==> src/rtl/fbb_pkg.sv <==
`timescale 1ns / 1ps
// ----------------------------------------------------------------------------
// fbb_pkg
// Shared constants, codes and types of the page framebuffer blitter.
// ----------------------------------------------------------------------------
package fbb_pkg;

   localparam int COL_LIMIT   = 128;
   localparam int LINE_LIMIT  = 64;
   localparam int LANES       = 8;
   localparam int LANE_W      = $clog2(LANES);
   localparam int STORE_BYTES = (COL_LIMIT * LINE_LIMIT) / 8;
   localparam int LANE_ROWS   = STORE_BYTES / LANES;
   localparam int ROW_W       = $clog2(LANE_ROWS);

   typedef enum logic [1:0] {
      OP_DRAW  = 2'd0,
      OP_AREA  = 2'd1,
      OP_CLEAR = 2'd2,
      OP_READ  = 2'd3
   } op_type;

   typedef enum logic [2:0] {
      ST_IDLE,
      ST_WRITE,
      ST_CLEAR,
      ST_RD_ISSUE,
      ST_RD_EMIT
   } state_type;

   localparam logic CSR_COLUMNS = 1'b0;
   localparam logic CSR_LINES   = 1'b1;

   // Command to one store lane: a read with an optional bit update in the cycle
   // after the read, and an independent clearing write.
   typedef struct packed {
      logic             rd_en;
      logic [ROW_W-1:0] rd_row;
      logic             modify;
      logic [2:0]       bit_sel;
      logic             bit_val;
      logic             clr_en;
      logic [ROW_W-1:0] clr_row;
   } lane_cmd_type;

endpackage

==> src/rtl/fbb_lane.sv <==
`timescale 1ns / 1ps
// ----------------------------------------------------------------------------
// fbb_lane
// One bank of the pixel store with its own read-modify-write of one bit.
// ----------------------------------------------------------------------------
module fbb_lane import fbb_pkg::*; (
   input  logic         clock,
   input  logic         reset,
   input  lane_cmd_type cmd,
   output logic [7:0]   rd_data
);

   logic [7:0]       mem [LANE_ROWS];
   logic [7:0]       rdata_ff;
   logic             pend_ff;
   logic [ROW_W-1:0] row_ff;
   logic [2:0]       sel_ff;
   logic             val_ff;
   logic [7:0]       wdata_in;

   always_ff @(posedge clock) begin
      if (reset) begin
         pend_ff <= 1'b0;
      end else begin
         pend_ff <= cmd.rd_en & cmd.modify;
      end
   end

   always_ff @(posedge clock) begin
      if (cmd.rd_en) begin
         rdata_ff <= mem[cmd.rd_row];
         row_ff   <= cmd.rd_row;
         sel_ff   <= cmd.bit_sel;
         val_ff   <= cmd.bit_val;
      end
   end

   always_comb begin
      logic [7:0] mask;
      mask = 8'd1 << sel_ff;
      wdata_in = val_ff ? (rdata_ff | mask) : (rdata_ff & ~mask);
   end

   // The bit update lands the cycle after its read.
   always_ff @(posedge clock) begin
      if (pend_ff) begin
         mem[row_ff] <= wdata_in;
      end else if (cmd.clr_en) begin
         mem[cmd.clr_row] <= 8'd0;
      end
   end

   assign rd_data = rdata_ff;

endmodule

==> config.mk <==
export PLATFORM = sky130hd
export DESIGN_NAME = fbb_lane
export DESIGN_NICKNAME = d
export VERILOG_FILES = /design/src/rtl/fbb_pkg.sv /design/src/rtl/fbb_lane.sv
export SDC_FILE = /design/constraint.sdc
export NUM_CORES = 1
export LEC_CHECK = 0
export ABC_AREA = 1
export BUFFER_PORTS_ARGS = -buffer_cell sky130_fd_sc_hd__buf_4
export CAP_MARGIN = 20
export CORE_MARGIN = 5
export CORE_UTILIZATION = 45
export CTS_CLUSTER_DIAMETER = 80
export DETAILED_ROUTE_END_ITERATION = 6
export PLACE_DENSITY = 0.64
export SYNTH_ARGS = -nofsm -noshare
export SYNTH_HDL_FRONTEND = slang
export SYNTH_SLANG_ARGS = --single-unit
==> constraint.sdc <==
create_clock -name clock -period 9.17 [get_ports clock]
set_input_delay 1.834 -clock clock [delete_from_list [all_inputs] [get_ports clock]]
set_output_delay 1.834 -clock clock [all_outputs]
set_load 0.02 [all_outputs]
==> results.tsv <==
metric	value	unit
status	finished clean	
fill count	8148	
row count	113	
Max Buffers Root-to-Sink	3	
Yosys reg bits	1044	
total gr overflow	0	
pwr dens	220	nW/um2
hold_buf cts	0	
final setup TNS	0	ns
CTS tree	done	
Setup crit end kind	flip-flop	
Final Skew	0.0313	ns
IO Port Bufs	30	
# IOs	31	
DP Area	43900	um2
GRT Total Usage	0.216	
htree depth	3	
unrepaired setup endpoints after global routing	no	
slack of the worst reg-to-reg path	5.42	ns
Slew Viols, Final	0	
DR DRC count	0	
Die Y	318	um
Layout area overhead	10.8	%
endpoints failing hold	0	
max_slew headroom	0.242	
core area	94600	um2
Post-Syn Area	42700	um2
static leakage	16.6	nW
worst setup path category	in -> reg	
fraction of registers with async set/reset	0	
clock root buffer master	clkbuf_16	
Wirelength per Cell	22.7	um
max_cap viols	0	
Slew @ Worst Pin	1.14	ns
global-route wire length before repair	169000	um
unique cell type count in the Yosys netlist	28	
largest net degree at the start of global routing	222	
die footprint	101000	um2
fin crit period	4.94	ns
Starting Density	0.451	
via count	27900	
Synth Area per Inst	11.7	um2
layout cells sized above 1	0.0747	
vias in the first global route	26600	
CP max FO	113	
fmax	0.203	GHz
Warnings, synthesis	0	
CTS clk-pin slew, worst paths	0.06	ns
Placer Congestion	0.833	
setup violators final	0	
Max VDD drop	0.000172	V
CP Launch Type	input pin	
crit share post-route	0.538	
Post-CTS Setup Bufs	0	
Post-synth EDFFs	1043	
synthesized net count	3665	
CP required	9.58	ns
CTS resizes	0	
final std cell area, no fill	47300	um2
vias per inst	5.65	
DRT iter0 DRCs	3354	
DP HPWL	62000	um
Hold WC Path Type	reg -> reg	
layout net count	3614	
DRT antenna net count	0	
dominant synthesized flop cell	edfxtp_1	
Clk Latency, worst-skew pair	0.68	ns
Synth Instances	3642	
die width	318	um
router iterations before antenna repair	6	
CTS sink count	1044	
routed wire length	112000	um
initial antenna violation count	2	
Worst EP arrival	5.35	ns
sequential-to-total area share from yosys stat	0.734	
number of CTS-inserted buffers	105	
[path summary, 6_finish.rpt]
kind | from | endpoint | cells past startpoint
max | cmd[14] | rd_data[7] | 12
min | mem[34][1] | rd_data[1] | 10
max reg2reg | pend_ff | mem[92][5] | 8
min reg2reg | mem[34][1] | rd_data[1] | 10
[placed cells by master, fill, tap and decap left out, types with 6 or more instances in the layout]
cell type / Yosys / final
nor2_4: 6 / 6
clkinv_1: 1 / 25
clkbuf_1: 74 / 22
edfxtp_1: 1043 / 1043
nor3_1: 9 / 6
nand2_2: 15 / 15
buf_4: 2 / 68
bufinv_16: 0 / 11
clkinv_2: 0 / 22
inv_1: 30 / 28
clkbuf_16: 0 / 107
nor3_2: 3 / 6
nand3_1: 933 / 933
nand2_1: 1204 / 1204
nor2_1: 131 / 131
[report_power, final]
group          total [W]  leakage, nW  internal [W]  switching (W)
Sequential       0.00538         9.55       0.00536      0.0000160
Clock            0.00425         1.67       0.00245        0.00180
Combinational   0.000751         5.42      0.000157       0.000594
Total             0.0104         16.6       0.00797        0.00241
[state kept, by name (all words and copies together), names as in the netlist]
name	cells
val_ff	1
pend_ff	1
row_ff	7
sel_ff	3
mem	1024
rd_data	8
[metrics by stage]
| step | total power [W] | util | setup WS [ns] | instances | hold WS (ns) |
|---|---|---|---|---|---|
| floorplan | 0.00594 | - | 1.23 | 3642 | 0.878 |
| global placement | 0.00622 | 0.464 | 3.54 | 4748 | 1.01 |
| detailed placement | 0.00622 | 0.464 | 3.55 | 4748 | 0.973 |
| CTS | 0.0104 | 0.500 | 4.25 | 4944 | 1.01 |
| global route | 0.0107 | 0.500 | 4.07 | 4945 | 1.09 |
| finish | 0.0104 | 0.500 | 4.23 | 4947 | 1.01 |
[final cells by class]
class | count | area [um2] | share of cell area
Inverter | 36 | 155 | 0.00328
Timing Repair Buffer | 73 | 607 | 0.0128
Tap cell | 1265 | 1580 | 0.0335
Antenna cell | 2 | 5.00 | 0.000106
Sequential cell | 1044 | 31300 | 0.662
Multi-Input combinational cell | 2331 | 10200 | 0.216
Clock buffer | 129 | 2760 | 0.0583
Clock inverter | 67 | 651 | 0.0138
[critical path, cell delays in order]
cell      delay [ns]
clkbuf_8        0.38
inv_8           0.71
buf_4           0.95
nand3_1         0.22
nand3_1         0.13
nand3_1         0.15
nand2_1         0.17
nand2_1         0.08
nand3_1         0.20
nand2_1         0.15
nand2_1         0.13
nand2_1         0.07
[logic make-up (layout without fill, tap and decap cells)]
family / count (synthesis) / after routing / share of synthesized area
compound gates: 20 / 20 / 0.00340
flops: 1044 / 1044 / 0.734
simple gates: 2311 / 2311 / 0.234
buf+inv: 267 / 305 / 0.0284
other cells: 0 / 2 / 0
[routing by layer]
metal  vias up  share of wire  GRT usage  wire length (um)
li1      12700              -          -                 -
met1     13700           0.42      0.317             46900
met2      1305           0.46      0.334             51900
met3       206          0.090     0.0364             10100
met4         2          0.031     0.0680              3480
met5         -        0.00012          0                13
[synth_stat cells, types with 3 or more instances]
cell | instances | area [um2]
a21oi_1 | 5 | 25.0
nand3_1 | 933 | 4670
clkbuf_1 | 74 | 278
nor4_1 | 3 | 18.8
nand2_1 | 1204 | 4520
o21ai_2 | 5 | 43.8
buf_2 | 129 | 646
inv_2 | 4 | 15.0
o21ai_0 | 5 | 25.0
nand2_2 | 15 | 93.8
inv_1 | 30 | 113
nor2_1 | 131 | 492
edfxtp_1 | 1043 | 31300
buf_1 | 21 | 78.8
a31oi_1 | 3 | 18.8
nor3_2 | 3 | 30.0
nor3_1 | 9 | 45.0
buf_6 | 5 | 56.3
or2_2 | 3 | 18.8
nor2_4 | 6 | 67.6
Note: power is estimated with default switching activity, not from simulation.
