File: config.mk
export PLATFORM = sky130hd
export DESIGN_NAME = fbb_merge
export DESIGN_NICKNAME = d
export VERILOG_FILES = /design/src/rtl/fbb_pkg.sv /design/src/rtl/fbb_merge.sv
export SDC_FILE = /design/constraint.sdc
export NUM_CORES = 1
export LEC_CHECK = 0
export ABC_AREA = 1
export BUFFER_PORTS_ARGS = -buffer_cell sky130_fd_sc_hd__buf_2
export CAP_MARGIN = 20
export CORE_MARGIN = 2
export CORE_UTILIZATION = 28
export DETAILED_ROUTE_END_ITERATION = 8
export GPL_TIMING_DRIVEN = 1
export PLACE_DENSITY = 0.59
export SYNTH_ARGS = -nofsm -noshare
export SYNTH_HDL_FRONTEND = slang
export SYNTH_SLANG_ARGS = --single-unit
File: constraint.sdc
create_clock -name vclk -period 5.58
set_input_delay 1.116 -clock vclk [all_inputs]
set_output_delay 1.116 -clock vclk [all_outputs]
set_load 0.01 [all_outputs]
File: src/rtl/fbb_pkg.sv
`timescale 1ns / 1ps
// ----------------------------------------------------------------------------
// fbb_pkg
// Shared constants, codes and types of the page framebuffer blitter.
// ----------------------------------------------------------------------------
package fbb_pkg;

   localparam int COL_LIMIT   = 128;
   localparam int LINE_LIMIT  = 64;
   localparam int LANES       = 8;
   localparam int LANE_W      = $clog2(LANES);
   localparam int STORE_BYTES = (COL_LIMIT * LINE_LIMIT) / 8;
   localparam int LANE_ROWS   = STORE_BYTES / LANES;
   localparam int ROW_W       = $clog2(LANE_ROWS);

   typedef enum logic [1:0] {
      OP_DRAW  = 2'd0,
      OP_AREA  = 2'd1,
      OP_CLEAR = 2'd2,
      OP_READ  = 2'd3
   } op_type;

   typedef enum logic [2:0] {
      ST_IDLE,
      ST_WRITE,
      ST_CLEAR,
      ST_RD_ISSUE,
      ST_RD_EMIT
   } state_type;

   localparam logic CSR_COLUMNS = 1'b0;
   localparam logic CSR_LINES   = 1'b1;

   // Command to one store lane: a read with an optional bit update in the cycle
   // after the read, and an independent clearing write.
   typedef struct packed {
      logic             rd_en;
      logic [ROW_W-1:0] rd_row;
      logic             modify;
      logic [2:0]       bit_sel;
      logic             bit_val;
      logic             clr_en;
      logic [ROW_W-1:0] clr_row;
   } lane_cmd_type;

endpackage

File: src/rtl/fbb_merge.sv
`timescale 1ns / 1ps
// ----------------------------------------------------------------------------
// fbb_merge
// Rotates the lane read data into column order and masks unused bytes.
// ----------------------------------------------------------------------------
module fbb_merge import fbb_pkg::*; (
   input  logic [LANES-1:0][7:0] lane_data,
   input  logic [LANE_W-1:0]     rot,
   input  logic [3:0]            count,
   output logic [63:0]           word
);

   always_comb begin
      logic [LANE_W-1:0] sel;
      word = '0;
      for (int j = 0; j < LANES; j++) begin
         sel = rot + LANE_W'(j);
         if (4'(j) < count) begin
            word[8*j +: 8] = lane_data[sel];
         end
      end
   end

endmodule

==> results of run 1 <==
per-layer routing:
layer / vias to the layer above / GRT usage [%] / share of wire [%]
met1: 1957 / 28.3 / 43
met5: - / 0 / 0
met3: 23 / 2.82 / 7.4
met4: 0 / 6.11 / 2.9
met2: 181 / 38.1 / 47
li1: 2308 / - / -
layout make-up:
type | instances | area share, %
inverters | 14 | 1.54
repair buffers | 141 | 20.2
well taps | 136 | 4.76
multi-input cells | 622 | 73.5
kinds of logic after synthesis:
logic type | Yosys count | synth area share, %
simple gates | 590 | 81.7
buf+inv | 54 | 10.5
xor+xnor | 3 | 2.43
compound gates | 27 | 4.61
fa+ha+maj | 2 | 0.853
where the power goes:
group	leakage (uW)	internal, uW	switching, uW
sequential	0	0	0
combinational	0.00235	160	299
clock	0	0	0
path summary, 6_finish.rpt:
path | start | end | slack, ps | depth (start not counted)
worst max-delay path | rot[0] | word[10] | 1290 | 9
worst min-delay path | count[3] | word[62] | 2660 | 4
synth_stat cells, drive strengths merged:
| cell | number |
|---|---|
| buf | 33 |
| nor2 | 105 |
| inv | 14 |
| nand2 | 392 |
| a21oi | 25 |
| o21ai | 2 |
| xnor2 | 2 |
| ha | 2 |
| xor2 | 1 |
| nand3 | 92 |
| or2 | 1 |
| clkbuf | 7 |
metrics by stage:
stage                     cell area (sq um)  hold slack (ps)  power, uW  utilization, %
after floorplan                        2930             2450        310               -
after global placement                 3570             2660        457            34.9
after detailed placement               3570             2660        457            34.9
after CTS                              3570             2660        458            34.9
after global routing                   3570             2690        516            34.9
final                                  3570             2660        459            34.9
==> summary.txt, run 1 <==
Outcome
  – Outcome: finished clean

Timing
  – Unrepaired setup endpoints after global routing: false
  – Final slew viol count: 0
  – Peak Freq: 233 MHz
  – Worst slew margin: 47.6%
  – Final worst-path cycle share: 76.8%
  – Setup violations, final: 0
  – Post-layout minimum cycle time: 4290 ps
  – Worst slew pin tran: 781 ps
  – Hold Vio Cnt, Final: 0
  – Setup TNS after final layout: 0 ps
  – Min setup slack post-route: 1290 ps

Job
  – MaxCap Viol Count: 0

Cells and area
  – Syn-to-layout area delta: 21.8%
  – Area of the multi-input gates: 2630 sq um
  – Clock buffer count: 0
  – Final cell count without fillers: 913
  – Most frequent cells in the layout: nand2_1 (387), buf_2 (135), nand3_1 (92)
  – Count of inserted antenna diode cells: 0
  – Share of layout cells above drive strength 1: 21.9%
  – Most common cell after layout, fill and taps aside: nand2_1
  – Num sequential: 0
  – Filler cells: 1241
  – Final nets: 852
  – Reg area: 0 sq um

Clock tree
  – CTS Hold Bufs: 0
  – CTS resizes: 0
  – Total setup buffers inserted after CTS: 0

Drt
  – Avg WL per Cell: 13.9 um
  – ANT nets after route: 0
  – Avg Vias per Cell: 4.89
  – DRT Pass-1 Iters: 5
  – DR vias: 4469
  – Drt initial violations: 275
  – DRC viols: 0
  – Post-Route WL: 12700 um

Power
  – Worst vdd ir: 0.0542 mV
  – PwrDens: 128 nW/um^2
  – P_leak: 0.00235 uW

Global routing
  – Initial antenna violation count: 0
  – GRT Residual Overflow: 0
  – First-pass GRT wire length: 20000 um
  – Largest net degree at the start of global routing: 66
  – Vias in the first global route: 4153
  – Tot GR Track Use: 22.0%

Setup path
  – Slowest-stage cell, CP: xnor2_2
  – CP Cell Sequence: buf_2 > buf_4 > ha_1 > xnor2_2 > inv_2 > nand2_1 > nand2_1 > nor2_1 > buf_2
  – CP Launch Type: input port
  – Required time of the critical path: 4460 ps
  – Largest stage delay, worst path: 600 ps
  – Arr. time, crit path: 3170 ps
  – Crit path buffers/inverters: 4
  – Critical path's top delay family: buffers and inverters
  – Endpoint type of the worst setup path: output port
  – CP Class: in -> out
  – Worst-path fanout max: 65

Placed design
  – Post-DP HPWL: 10400 um
  – Routability congestion estimate from global placement: 0.944
  – Input/output buffers: 135
  – Pre-CTS setup slack: 1340 ps
  – Post-placement cell count: 913

Synth
  – Synth top area share: 49.5%
  – Mapped Cells: 676
  – Mapped cell area: 2930 sq um
  – Synth warnings: 0
  – Avg Cell Area, Syn: 4.34 sq um
  – Post-synthesis cell type count: 21
  – Top post-synthesis cells by area: nand2_1 (50%), nand3_1 (16%), nor2_1 (11%), a21oi_1 (4.3%), buf_2 (3.4%)
  – Seq/Total Area, Yosys: 0%
  – Syn_nets: 749
  – Largest area contributor in the synthesized netlist: nand2_1

Floorplanning
  – Top-level I/O count: 135
  – Initial Util: 28.7%
  – Chip height: 106 um
  – Core ar.: 10200 sq um
  – Die Wd: 106 um
  – Row count: 37
  – Die ar.: 11300 sq um

Hold path
  – Hold Crit Class: in -> out
(Power assumes the default switching activity.)
==> run 2: changes to the inputs <==
- clock period: 5.58 -> 4 ns (I/O delays scaled with it)
==> summary.txt, run 2 (same netlist as run 1, synthesis figures left out) <==
Timing
  – Final worst-path cycle share: 85.8%
  – Setup TNS after final layout: 0 ps (unchanged)
  – Worst slew margin: 40.4% (was 47.6%)
  – Final slew viol count: 0 (unchanged)
  – Peak Freq: 292 MHz
  – Worst slew pin tran: 888 ps (was 781 ps)
  – Hold Vio Cnt, Final: 0 (unchanged)
  – Unrepaired setup endpoints after global routing: false (unchanged)
  – Post-layout minimum cycle time: 3430 ps
  – Setup violations, final: 0 (unchanged)

Floorplanning
  – Die Wd: 106 um (unchanged)
  – Row count: 37 (unchanged)
  – Core ar.: 10200 sq um (unchanged)
  – Chip height: 106 um (unchanged)
  – Initial Util: 28.7% (unchanged)
  – Die ar.: 11300 sq um (unchanged)
  – Top-level I/O count: 135 (unchanged)

Cells and area
  – Final nets: 853 (was 852)
  – Share of layout cells above drive strength 1: 22.0% (was 21.9%)
  – Most common cell after layout, fill and taps aside: nand2_1 (unchanged)
  – Num sequential: 0 (unchanged)
  – Count of inserted antenna diode cells: 0 (unchanged)
  – Clock buffer count: 0 (unchanged)
  – Area of the multi-input gates: 2630 sq um (unchanged)
  – Reg area: 0 sq um (unchanged)
  – Filler cells: 1248 (was 1241)
  – Most frequent cells in the layout: nand2_1 (387), buf_2 (135), nand3_1 (92) (unchanged)
  – Syn-to-layout area delta: 22.1% (was 21.8%)

Global routing
  – First-pass GRT wire length: 19700 um (was 20000 um)
  – Initial antenna violation count: 0 (unchanged)
  – Tot GR Track Use: 21.6% (was 22.0%)
  – Vias in the first global route: 4057 (was 4153)
  – Largest net degree at the start of global routing: 65 (was 66)
  – GRT Residual Overflow: 0 (unchanged)

Placed design
  – Post-DP HPWL: 10300 um (was 10400 um)
  – Input/output buffers: 135 (unchanged)
  – Routability congestion estimate from global placement: 0.939 (was 0.944)

Drt
  – Avg Vias per Cell: 4.92 (was 4.89)
  – Post-Route WL: 12600 um (was 12700 um)
  – DR WL met2: 5810 um (was 5920 um)
  – Met3 wire length: 1160 um (was 934 um)
  – DRT Pass-1 Iters: 5 (unchanged)
  – Top sig layer: met4 (unchanged)
  – Drt initial violations: 413 (was 275)
  – Avg WL per Cell: 13.8 um (was 13.9 um)
  – DRC viols: 0 (unchanged)
  – Wire length on met1: 5330 um (was 5480 um)
  – ANT nets after route: 0 (unchanged)
  – DR vias: 4495 (was 4469)

Setup path
  – CP Class: in -> out (unchanged)
  – Arr. time, crit path: 2630 ps (was 3170 ps)
  – Required time of the critical path: 3200 ps (was 4460 ps)
  – Endpoint type of the worst setup path: output port (unchanged)
  – Crit path launch: rot[1] (was rot[0])
  – Worst-path fanout max: 17 (was 65)
  – Crit path to: word[45] (was word[10])
  – CP Launch Type: input port (unchanged)

Clock tree
  – Total setup buffers inserted after CTS: 0 (unchanged)
  – CTS Hold Bufs: 0 (unchanged)
  – CTS resizes: 0 (unchanged)

Job
  – MaxCap Viol Count: 0 (unchanged)

Power
  – Total power: 639 uW (was 459 uW)
  – Worst vdd ir: 0.0857 mV (was 0.0542 mV)
  – PwrDens: 178 nW/um^2 (was 128 nW/um^2)
  – P_leak: 0.00235 uW (about the same)

Hold path
  – Hold Crit Class: in -> out (unchanged)

Outcome
  – Outcome: finished clean (unchanged)
-- run 2: changes by cell type in the layout (fill, tap and decap cells not counted) --
cell / delta
buf_4: +1
-- run 2: critical path: stages --
cell and delay (ps):
buf_2 210, ha_1 260, xnor2_2 610, inv_2 290
nand2_1 130, nand2_1 50, nor2_1 120, buf_2 140
-- run 2: worst min-delay path by stage --
stage	cells past startpoint	from	end
finish	4	count[3]	word[59]
global route	4	count[3]	word[59]
CTS	4	count[3]	word[59]
detailed placement	4	count[3]	word[59]
global placement	4	count[3]	word[59]
floorplan	3	count[3]	word[59]
-- run 2: stage by stage --
stage | hold slack, ps | std cells | utilization, % | setup slack, ps | area [sq um]
floorplan | 1820 | 676 | - | 949 | 2930
global placement | 2030 | 914 | 35.0 | 554 | 3580
detailed placement | 2030 | 914 | 35.0 | 578 | 3580
CTS | 2030 | 914 | 35.0 | 575 | 3580
global route | 2060 | 914 | 35.0 | 372 | 3580
finish | 2030 | 914 | 35.0 | 570 | 3580
-- run 2: layout make-up --
type | count | share of cell area (%)
inverter | 14 | 1.54
multi-input combinational | 622 | 73.4
tap | 136 | 4.75
timing repair buffer | 142 | 20.3
-- run 2: report_power, final --
| part | switching (uW) | internal [uW] |
|---|---|---|
| clock | 0 | 0 |
| sequential | 0 | 0 |
| combinational | 415 | 224 |
| total | 415 | 224 |
-- run 2: routing by layer --
metal  global-route usage [%]  vias up
met5                        0        -
met1                     29.4     1943
li1                         -     2310
met2                     36.8      215
met4                     4.98        0
met3                     1.90       27
